--- config.mk ---
export PLATFORM = sky130hd
export DESIGN_NAME = serial_line_and_csi_assembler
export DESIGN_NICKNAME = d
export VERILOG_FILES = /design/src/rtl/slca_pkg.sv /design/src/rtl/slca_ram.sv /design/src/rtl/slca_ctrl.sv /design/src/rtl/slca_dp.sv /design/src/rtl/serial_line_and_csi_assembler.sv
export SDC_FILE = /design/constraint.sdc
export NUM_CORES = 1
export LEC_CHECK = 0
export BUFFER_PORTS_ARGS = -buffer_cell sky130_fd_sc_hd__buf_2
export CAP_MARGIN = 20
export CORE_UTILIZATION = 50
export DETAILED_ROUTE_END_ITERATION = 12
export GPL_TIMING_DRIVEN = 0
export HOLD_SLACK_MARGIN = 0.08
export PLACE_DENSITY = 0.75
export RECOVER_POWER = 50
export SYNTH_ARGS = -nofsm -noshare
export SYNTH_HDL_FRONTEND = slang
export SYNTH_SLANG_ARGS = --single-unit
--- constraint.sdc ---
create_clock -name i_clk -period 3.6 [get_ports i_clk]
set_input_delay 0.54 -clock i_clk [delete_from_list [all_inputs] [get_ports i_clk]]
set_output_delay 0.54 -clock i_clk [all_outputs]
set_load 0.01 [all_outputs]
--- src/rtl/slca_pkg.sv ---
// Shared constants and control types for the serial line and CSI assembler.
`timescale 1ns / 1ps

package slca_pkg;

    // Default sizes
    localparam int LINE_CAPACITY = 32;
    localparam int MAX_PARAMS    = 16;

    // Configuration register indexes
    localparam logic CFG_RX_NEWLINE  = 1'b0;
    localparam logic CFG_BINARY_MODE = 1'b1;

    // Character codes
    localparam logic [7:0] CH_BS       = 8'h08;
    localparam logic [7:0] CH_LF       = 8'h0A;
    localparam logic [7:0] CH_CR       = 8'h0D;
    localparam logic [7:0] CH_ESC      = 8'h1B;
    localparam logic [7:0] CH_SPACE    = 8'h20;
    localparam logic [7:0] CH_LBRACKET = 8'h5B;
    localparam logic [7:0] CH_UPPER_A  = 8'h41;
    localparam logic [7:0] CH_UPPER_Z  = 8'h5A;
    localparam logic [7:0] CH_LOWER_A  = 8'h61;
    localparam logic [7:0] CH_LOWER_Z  = 8'h7A;
    localparam logic [7:0] CH_PARAM_LO = 8'h30;
    localparam logic [7:0] CH_PARAM_HI = 8'h3F;
    localparam logic [7:0] CH_NUL      = 8'h00;

    // Escape parser stages
    localparam logic [1:0] SEQ_NONE = 2'd0;
    localparam logic [1:0] SEQ_ESC  = 2'd1;
    localparam logic [1:0] SEQ_CSI  = 2'd2;

    // Result kinds
    localparam logic KIND_LINE = 1'b0;
    localparam logic KIND_SEQ  = 1'b1;

    // Datapath to controller
    typedef struct packed {
        logic line_go;    // byte on the input completes a line
        logic seq_go;     // byte on the input completes a sequence
        logic rd_last;    // drain index points at the final beat
        logic slot_free;  // output register can take a beat this cycle
    } t_dp_status;

    // Controller to datapath
    typedef struct packed {
        logic take;       // input beat accepted
        logic issue;      // move one beat into the output register
        logic mode_seq;   // draining a sequence rather than a line
    } t_ctrl_cmd;

endpackage

--- src/rtl/slca_ram.sv ---
// Generic single write port RAM with registered read.
`timescale 1ns / 1ps

module slca_ram #(
    parameter int WIDTH = 8,
    parameter int DEPTH = 32
) (
    input  logic                                   i_clk,
    input  logic                                   i_we,
    input  logic [((DEPTH > 1) ? $clog2(DEPTH) : 1)-1:0] i_waddr,
    input  logic [WIDTH-1:0]                       i_wdata,
    input  logic                                   i_re,
    input  logic [((DEPTH > 1) ? $clog2(DEPTH) : 1)-1:0] i_raddr,
    output logic [WIDTH-1:0]                       o_rdata
);

    logic [WIDTH-1:0] r_mem [DEPTH];
    logic [WIDTH-1:0] r_rdata;

    // Write port
    always_ff @(posedge i_clk) begin
        if (i_we) begin
            r_mem[i_waddr] <= i_wdata;
        end
    end

    // Registered read, holds while not enabled
    always_ff @(posedge i_clk) begin
        if (i_re) begin
            r_rdata <= r_mem[i_raddr];
        end
    end

    assign o_rdata = r_rdata;

endmodule

--- src/rtl/slca_ctrl.sv ---
// Controller: accepts bytes and sequences the drain of lines and sequences.
`timescale 1ns / 1ps

module slca_ctrl (
    input  logic                  i_clk,
    input  logic                  i_rst_n,
    input  logic                  i_valid,
    output logic                  o_ready,
    input  slca_pkg::t_dp_status  i_status,
    output slca_pkg::t_ctrl_cmd   o_cmd
);

    localparam logic [1:0] ST_IDLE = 2'd0;
    localparam logic [1:0] ST_LINE = 2'd1;
    localparam logic [1:0] ST_SEQ  = 2'd2;

    logic [1:0] r_state;
    logic [1:0] n_state;
    logic       w_take;
    logic       w_issue;

    assign o_ready = (r_state == ST_IDLE);
    assign w_take  = i_valid && (r_state == ST_IDLE);
    assign w_issue = (r_state != ST_IDLE) && i_status.slot_free;

    // Next state
    always_comb begin
        n_state = r_state;
        case (r_state)
            ST_IDLE: begin
                if (w_take && i_status.line_go) begin
                    n_state = ST_LINE;
                end else if (w_take && i_status.seq_go) begin
                    n_state = ST_SEQ;
                end
            end
            ST_LINE, ST_SEQ: begin
                if (w_issue && i_status.rd_last) begin
                    n_state = ST_IDLE;
                end
            end
            default: n_state = ST_IDLE;
        endcase
    end

    always_ff @(posedge i_clk) begin
        if (!i_rst_n) begin
            r_state <= ST_IDLE;
        end else begin
            r_state <= n_state;
        end
    end

    // Commands
    assign o_cmd.take     = w_take;
    assign o_cmd.issue    = w_issue;
    assign o_cmd.mode_seq = (r_state == ST_SEQ);

endmodule

--- src/rtl/slca_dp.sv ---
// Datapath: byte decode, line and parameter stores, drain index, output register.
`timescale 1ns / 1ps

module slca_dp #(
    parameter int LINE_CAPACITY = slca_pkg::LINE_CAPACITY,
    parameter int MAX_PARAMS    = slca_pkg::MAX_PARAMS
) (
    input  logic                  i_clk,
    input  logic                  i_rst_n,
    input  logic                  i_cfg_we,
    input  logic                  i_cfg_idx,
    input  logic [1:0]            i_cfg_data,
    input  logic [7:0]            i_byte,
    input  logic                  i_out_ready,
    input  slca_pkg::t_ctrl_cmd   i_cmd,
    output slca_pkg::t_dp_status  o_status,
    output logic                  o_out_valid,
    output logic                  o_out_kind,
    output logic [7:0]            o_out_data,
    output logic                  o_out_last
);

    localparam int LAW = (LINE_CAPACITY > 1) ? $clog2(LINE_CAPACITY) : 1;
    localparam int PAW = (MAX_PARAMS > 1) ? $clog2(MAX_PARAMS) : 1;
    localparam int CW  = $clog2(MAX_PARAMS + 1);
    localparam int DW  = (LAW > CW) ? LAW : CW;

    // Configuration
    logic [1:0] r_rx_newline;
    logic       r_binary_mode;

    always_ff @(posedge i_clk) begin
        if (!i_rst_n) begin
            r_rx_newline  <= 2'd3;
            r_binary_mode <= 1'b0;
        end else if (i_cfg_we) begin
            case (i_cfg_idx)
                slca_pkg::CFG_RX_NEWLINE:  r_rx_newline  <= i_cfg_data;
                slca_pkg::CFG_BINARY_MODE: r_binary_mode <= i_cfg_data[0];
                default: ;
            endcase
        end
    end

    // Parser state
    logic [LAW-1:0] r_len;
    logic [1:0]     r_nl;
    logic [1:0]     r_stage;
    logic [CW-1:0]  r_count;
    logic [7:0]     r_term;
    logic [DW-1:0]  r_idx;
    logic [DW-1:0]  r_drain_last;

    // Byte classification
    logic w_letter, w_param_ch, w_seq_open, w_seq_store, w_seq_end;
    logic w_to_line, w_ctrl, w_print, w_full, w_nl_match, w_line_go;
    logic [1:0] w_nl_next;
    logic [LAW-1:0] w_len_at;

    always_comb begin
        w_letter    = ((i_byte >= slca_pkg::CH_UPPER_A) && (i_byte <= slca_pkg::CH_UPPER_Z)) ||
                      ((i_byte >= slca_pkg::CH_LOWER_A) && (i_byte <= slca_pkg::CH_LOWER_Z));
        w_param_ch  = (i_byte >= slca_pkg::CH_PARAM_LO) && (i_byte <= slca_pkg::CH_PARAM_HI);
        w_seq_open  = (r_stage == slca_pkg::SEQ_ESC) && (i_byte == slca_pkg::CH_LBRACKET);
        w_seq_end   = (r_stage == slca_pkg::SEQ_CSI) && w_letter;
        w_seq_store = (r_stage == slca_pkg::SEQ_CSI) && !w_letter && w_param_ch &&
                      (r_count < CW'(MAX_PARAMS));
        w_to_line   = !(w_seq_open || w_seq_end || w_seq_store);
        w_ctrl      = w_to_line && (i_byte < slca_pkg::CH_SPACE) && !r_binary_mode;
        w_print     = w_to_line && !w_ctrl;
        w_full      = w_print && (r_len == LAW'(LINE_CAPACITY - 1));
        // line length once a backspace has taken effect
        w_len_at    = (w_ctrl && (i_byte == slca_pkg::CH_BS) && (r_len != '0)) ?
                      (r_len - LAW'(1)) : r_len;
        // newline pattern after this byte
        if (w_print) begin
            w_nl_next = 2'd0;
        end else if (w_ctrl && (i_byte == slca_pkg::CH_LF)) begin
            w_nl_next = r_nl | 2'd1;
        end else if (w_ctrl && (i_byte == slca_pkg::CH_CR)) begin
            w_nl_next = r_nl | 2'd2;
        end else begin
            w_nl_next = r_nl;
        end
        // sequence bytes never complete a line
        w_nl_match  = w_to_line && (r_rx_newline != 2'd0) && (w_nl_next == r_rx_newline);
        w_line_go   = w_full || w_nl_match;
    end

    // Parser state update on an accepted beat
    always_ff @(posedge i_clk) begin
        if (!i_rst_n) begin
            r_len   <= '0;
            r_nl    <= 2'd0;
            r_stage <= slca_pkg::SEQ_NONE;
            r_count <= '0;
        end else if (i_cmd.take) begin
            if (w_line_go) begin
                r_len <= '0;
            end else if (w_print) begin
                r_len <= r_len + LAW'(1);
            end else if (w_ctrl && (i_byte == slca_pkg::CH_BS) && (r_len != '0)) begin
                r_len <= r_len - LAW'(1);
            end
            r_nl <= w_nl_match ? 2'd0 : w_nl_next;
            if (w_seq_open || w_seq_store) begin
                r_stage <= slca_pkg::SEQ_CSI;
            end else if (w_ctrl && (i_byte == slca_pkg::CH_ESC)) begin
                r_stage <= slca_pkg::SEQ_ESC;
            end else begin
                r_stage <= slca_pkg::SEQ_NONE;
            end
            r_count <= w_seq_store ? (r_count + CW'(1)) : '0;
        end
    end

    // Drain bookkeeping
    always_ff @(posedge i_clk) begin
        if (i_cmd.take) begin
            r_idx        <= '0;
            r_drain_last <= w_seq_end ? DW'(r_count) : DW'(w_len_at);
            if (w_seq_end) begin
                r_term <= i_byte;
            end
        end else if (i_cmd.issue) begin
            r_idx <= r_idx + DW'(1);
        end
    end

    // Line store
    logic       w_line_we;
    logic [7:0] w_line_wdata;
    logic [7:0] w_line_q;

    assign w_line_we    = i_cmd.take && (w_print || w_nl_match);
    assign w_line_wdata = (!w_print || (w_full && !r_binary_mode)) ? slca_pkg::CH_NUL : i_byte;

    slca_ram #(
        .WIDTH (8),
        .DEPTH (LINE_CAPACITY)
    ) u_line_ram (
        .i_clk   (i_clk),
        .i_we    (w_line_we),
        .i_waddr (w_len_at),
        .i_wdata (w_line_wdata),
        .i_re    (i_cmd.issue && !i_cmd.mode_seq),
        .i_raddr (r_idx[LAW-1:0]),
        .o_rdata (w_line_q)
    );

    // Parameter store
    logic [7:0] w_param_q;

    slca_ram #(
        .WIDTH (8),
        .DEPTH (MAX_PARAMS)
    ) u_param_ram (
        .i_clk   (i_clk),
        .i_we    (i_cmd.take && w_seq_store),
        .i_waddr (r_count[PAW-1:0]),
        .i_wdata (i_byte),
        .i_re    (i_cmd.issue && i_cmd.mode_seq && !o_status.rd_last),
        .i_raddr (r_idx[PAW-1:0]),
        .o_rdata (w_param_q)
    );

    // Output register; RAM read registers hold the data of a waiting beat
    logic       r_out_valid;
    logic       r_out_kind;
    logic       r_out_last;
    logic       r_out_term;
    logic [7:0] r_term_out;

    always_ff @(posedge i_clk) begin
        if (!i_rst_n) begin
            r_out_valid <= 1'b0;
        end else if (i_cmd.issue) begin
            r_out_valid <= 1'b1;
        end else if (i_out_ready) begin
            r_out_valid <= 1'b0;
        end
    end

    always_ff @(posedge i_clk) begin
        if (i_cmd.issue) begin
            r_out_kind <= i_cmd.mode_seq ? slca_pkg::KIND_SEQ : slca_pkg::KIND_LINE;
            r_out_last <= o_status.rd_last;
            r_out_term <= i_cmd.mode_seq && o_status.rd_last;
            r_term_out <= r_term;
        end
    end

    assign o_out_valid = r_out_valid;
    assign o_out_kind  = r_out_kind;
    assign o_out_last  = r_out_last;
    assign o_out_data  = r_out_term ? r_term_out :
                         (r_out_kind == slca_pkg::KIND_SEQ) ? w_param_q : w_line_q;

    // Status
    assign o_status.line_go   = w_line_go;
    assign o_status.seq_go    = w_seq_end;
    assign o_status.rd_last   = (r_idx == r_drain_last);
    assign o_status.slot_free = !r_out_valid || i_out_ready;

endmodule

--- src/rtl/serial_line_and_csi_assembler.sv ---
// Top level of the serial line and CSI assembler.
`timescale 1ns / 1ps
//
// Received bytes enter one beat at a time on the s_axis channel. Lines and
// CSI escape sequences leave on the m_axis channel: tuser is the kind (0 line
// byte, 1 sequence byte), tdata the character and tlast marks the final beat
// of a line or sequence. Two configuration registers (newline pattern, binary
// mode) are to be written through i_cfg_we / i_cfg_idx / i_cfg_data while
// idle; the block does not enforce this. A byte that completes nothing is taken
// and the next byte may follow at once. A byte that completes a line of N bytes,
// or a sequence with N-1 parameters, occupies the input until its N result beats
// are issued: the controller enters its drain state, then moves one beat per
// cycle, while the receiver does not stall, into the output register. Line bytes
// and parameters come from RAM through a registered read port, the final
// sequence letter from a register. The last beat sits in the output register
// while the next byte is taken. A receiver stall holds the beat and pauses the
// drain; s_axis tready stays low until the drain is done. Reset (synchronous,
// active low) empties the line, clears the escape parser and any waiting beat,
// and restores the newline pattern to CR+LF and text mode.
module serial_line_and_csi_assembler #(
    parameter int LINE_CAPACITY = slca_pkg::LINE_CAPACITY,
    parameter int MAX_PARAMS    = slca_pkg::MAX_PARAMS
) (
    input  logic       i_clk,
    input  logic       i_rst_n,
    // configuration
    input  logic       i_cfg_we,
    input  logic       i_cfg_idx,
    input  logic [1:0] i_cfg_data,
    // received bytes
    input  logic       i_s_axis_tvalid,
    output logic       o_s_axis_tready,
    input  logic [7:0] i_s_axis_tdata,    // [7:0] rx_byte
    // assembled output
    output logic       o_m_axis_tvalid,
    input  logic       i_m_axis_tready,
    output logic [7:0] o_m_axis_tdata,    // [7:0] data
    output logic       o_m_axis_tuser,    // [0] kind
    output logic       o_m_axis_tlast
);

    slca_pkg::t_dp_status w_status;
    slca_pkg::t_ctrl_cmd  w_cmd;

    slca_ctrl u_ctrl (
        .i_clk    (i_clk),
        .i_rst_n  (i_rst_n),
        .i_valid  (i_s_axis_tvalid),
        .o_ready  (o_s_axis_tready),
        .i_status (w_status),
        .o_cmd    (w_cmd)
    );

    slca_dp #(
        .LINE_CAPACITY (LINE_CAPACITY),
        .MAX_PARAMS    (MAX_PARAMS)
    ) u_dp (
        .i_clk       (i_clk),
        .i_rst_n     (i_rst_n),
        .i_cfg_we    (i_cfg_we),
        .i_cfg_idx   (i_cfg_idx),
        .i_cfg_data  (i_cfg_data),
        .i_byte      (i_s_axis_tdata),
        .i_out_ready (i_m_axis_tready),
        .i_cmd       (w_cmd),
        .o_status    (w_status),
        .o_out_valid (o_m_axis_tvalid),
        .o_out_kind  (o_m_axis_tuser),
        .o_out_data  (o_m_axis_tdata),
        .o_out_last  (o_m_axis_tlast)
    );

endmodule

==> results.tsv <==
metric	value	unit
status	finished, violations left	
failed_checks	design-rule violations	
drt-initial-drc-count	1121	
hold_start	i_rst_n	
grt_pass1_vias	9325	
core_area	35700	µm²
start_util	50.9	%
via_count	9522	
cts_max_level	2	
rsz0062_at_grt	true	
dp_hpwl	25500	µm
synth-warning-count	0	
clk_path_buf_depth	3	
critPathKind	primary input to flop	
numCtsBuffers	46	
n_antenna_cell	0	
slowest_stage	o21ai_0	
grt_pass1_wl	58800	µm
cap_violations	0	
worstPathRequired	3810	ps
slew_headroom	25.9	%
wire_per_inst	25.8	µm
p_total	11.2	mW
cp-end-kind	flop	
cts_setup_buffers	0	
yosys.area.top_type_share	70.2	%
via_per_inst	6.17	
ant_nets	0	
startpoint	i_s_axis_tdata[1]	
drcViolationCount	4	
holdWs	172	ps
cpPeakStageDelay	470	ps
synth_xor_area_share	0.628	%
synth.distinct_cells	55	
crit_family	simple AND/OR/NAND/NOR gates	
muxShareOfSynthArea	16.3	%
cp_max_fo	18	
crit_top_cell	nor2_4	
total_leakage_power	6.38	nW
setup_viol	0	
crit_chain	buf_2 -> clkbuf_1 -> a21oi_1 -> o32a_1 -> a211oi_2 -> o21ai_0 -> nor2_4 -> nand3_2 -> nor2_4	
seq_area_frac_synth	73.0	%
die_area	37000	µm²
max_freq	288	MHz
top_layer	met4	
path_clk_slew	60	ps
dr.pass1.iters	9	
syn_area	18100	µm²
die_w	192	µm
cp-start-kind	primary input	
synth_top_family_by_area	multiplexers	
worst-path-buf-inv	2	
irDropWorstVdd	0.366	mV
synthTopCellsByArea	edfxtp_1 (70%), mux4_2 (15%), dfxtp_1 (2.8%)	
syn_nets	989	
drt-met1-wl	16500	µm
reg2reg_from	u_dp.r_idx[1]	
async_flop_share	0	%
hold_class	primary input to flop	
post-route-period-util	96.4	%
drive_above_1_share	26.6	%
synthAdderAreaFrac	0.690	%
nets	1072	
fin_skew	18.6	ps
synth-compound-area-share	2.23	%
synth_seq_cells	449	
routabilityCongestion	0.848	
clock_latency	560	ps
netlist_instances	963	
yosys.area_share.simple	5.79	%
wl	39900	µm
tritoncts	built	
met3_length	3120	µm
critPathArrivalTime	3680	ps
drv_slew	0	
cts-root-buf	clkbuf_16	
ys.flop_type	edfxtp_1	
row_count	69	
synth-edff-count	424	
die_y	192	µm
route.met2.wl	19300	µm
grtUsageTotal	22.2	%
hold_viol	0	
power_density	537	nW/µm²
yosysTopAreaCell	edfxtp_1	
antenna_found_initial	0	
cts.sinks	449	
num_io_pins	28	
avgSynthCellArea	18.8	µm²
syn2layout_area_growth	14.9	%
grt-ovfl-total	0	
min_period	3470	ps
portBuffers	27	
grt_max_degree	33	
worst_pin_slew	1110	ps
-- synthesized netlist by cell type (all sizes together), types with 9 or more instances --
master,instances
and2,13
buf,20
inv,11
a31oi,9
nand3,19
edfxtp,424
o21ai,22
ha,10
mux4,120
nor2,74
mux2i,16
clkbuf,32
nor3,20
nand2,51
a21oi,15
nand2b,9
dfxtp,25
-- flip-flops by register name, summed over array words and instances (netlist names), 2 cells and up --
signal                    flops
u_dp.u_line_ram.r_mem       256
u_dp.u_param_ram.r_mem      128
u_dp.r_term                   8
u_dp.r_term_out               8
u_dp.u_line_ram.o_rdata       8
u_dp.u_param_ram.o_rdata      8
u_dp.r_count                  5
u_dp.r_drain_last             5
u_dp.r_idx                    5
u_dp.r_len                    5
u_ctrl.r_state                2
u_dp.r_nl                     2
u_dp.r_rx_newline             2
u_dp.r_stage                  2
-- final cells by class --
| type | instances | area [µm²] |
|---|---|---|
| inverters | 12 | 45.0 |
| multi-input cells | 450 | 4950 |
| fillers | 2537 | 14800 |
| well taps | 461 | 577 |
| repair buffers | 35 | 249 |
| flip-flops and latches | 449 | 13200 |
| clock buffers | 60 | 1230 |
| plain buffers | 52 | 233 |
| clock inverters | 24 | 318 |
-- metal layers --
metal / up-vias / GRT usage, %
li1: 4060 / -
met1: 4925 / 31.9
met2: 456 / 35.1
met3: 81 / 3.82
met4: 0 / 6.24
met5: - / 0
-- worst register-to-register path: cells and delay by family (launching register included) --
| family | cells | cell delay (ps) |
|---|---|---|
| buffers and inverters | 3 | 1810 |
| multiplexers | 2 | 990 |
| flip-flops | 1 | 330 |
-- cells by family (layout without fill, tap and decap cells) --
| logic type | Yosys count | after routing |
|---|---|---|
| flip-flops | 449 | 449 |
| adder cells (fa/ha/maj) | 10 | 10 |
| buffers and inverters | 64 | 183 |
| AND/OR/NAND/NOR | 217 | 217 |
| AO/OA/AOI/OAI | 66 | 66 |
| XOR/XNOR | 13 | 13 |
| multiplexers | 144 | 144 |
-- worst paths after layout --
check,to,slack (ps),cells past startpoint
worst max-delay path,u_dp.u_line_ram.r_mem[10][0],130,9
worst min-delay path,u_dp.r_rx_newline[0],170,2
worst min register to register,u_dp.r_term_out[6],420,0
worst max register to register,u_dp.u_param_ram.o_rdata[3],200,5
-- timing repair --
action                     4_1_cts  5_1_grt
resized for setup               57       28
hold buffers                     0        0
setup endpoints to repair      360      267
-- layout by cell type, fill, tap and decap left out, types with 6 or more instances in the layout --
master	count
clkinv_1	9
buf_1	8
and2_1	7
mux2i_1	16
clkbuf_1	53
nand3_1	15
clkinv_2	6
nor2_1	41
a31oi_1	8
buf_2	24
nor3_1	15
o21ai_0	20
ha_1	10
nand2b_1	9
nor2_4	28
xor2_1	6
edfxtp_1	424
xnor2_1	7
bufinv_16	8
a21oi_1	15
nand2_1	50
clkbuf_16	47
dfxtp_1	25
inv_1	11
mux4_2	120
mux2_2	8
-- metrics by stage --
step	TNS, ps	std cells	cell area, µm²	util [%]	setup WS, ps
floorplan	0	963	18100	-	471
global placement	-314570	1451	18900	52.9	-927
detailed placement	-328010	1456	19000	53.2	-1060
CTS	-20480	1540	20700	58.1	-230
global route	-650	1543	20800	58.5	-47.2
finish	0	1543	20800	58.5	131
-- report_power, final --
| part | internal (mW) | switching [mW] |
|---|---|---|
| clock | 2.99 | 1.91 |
| sequential | 5.76 | 0.0149 |
| combinational | 0.183 | 0.326 |
| total | 8.94 | 2.26 |
No activity file was read; power rests on OpenSTA's default activity.
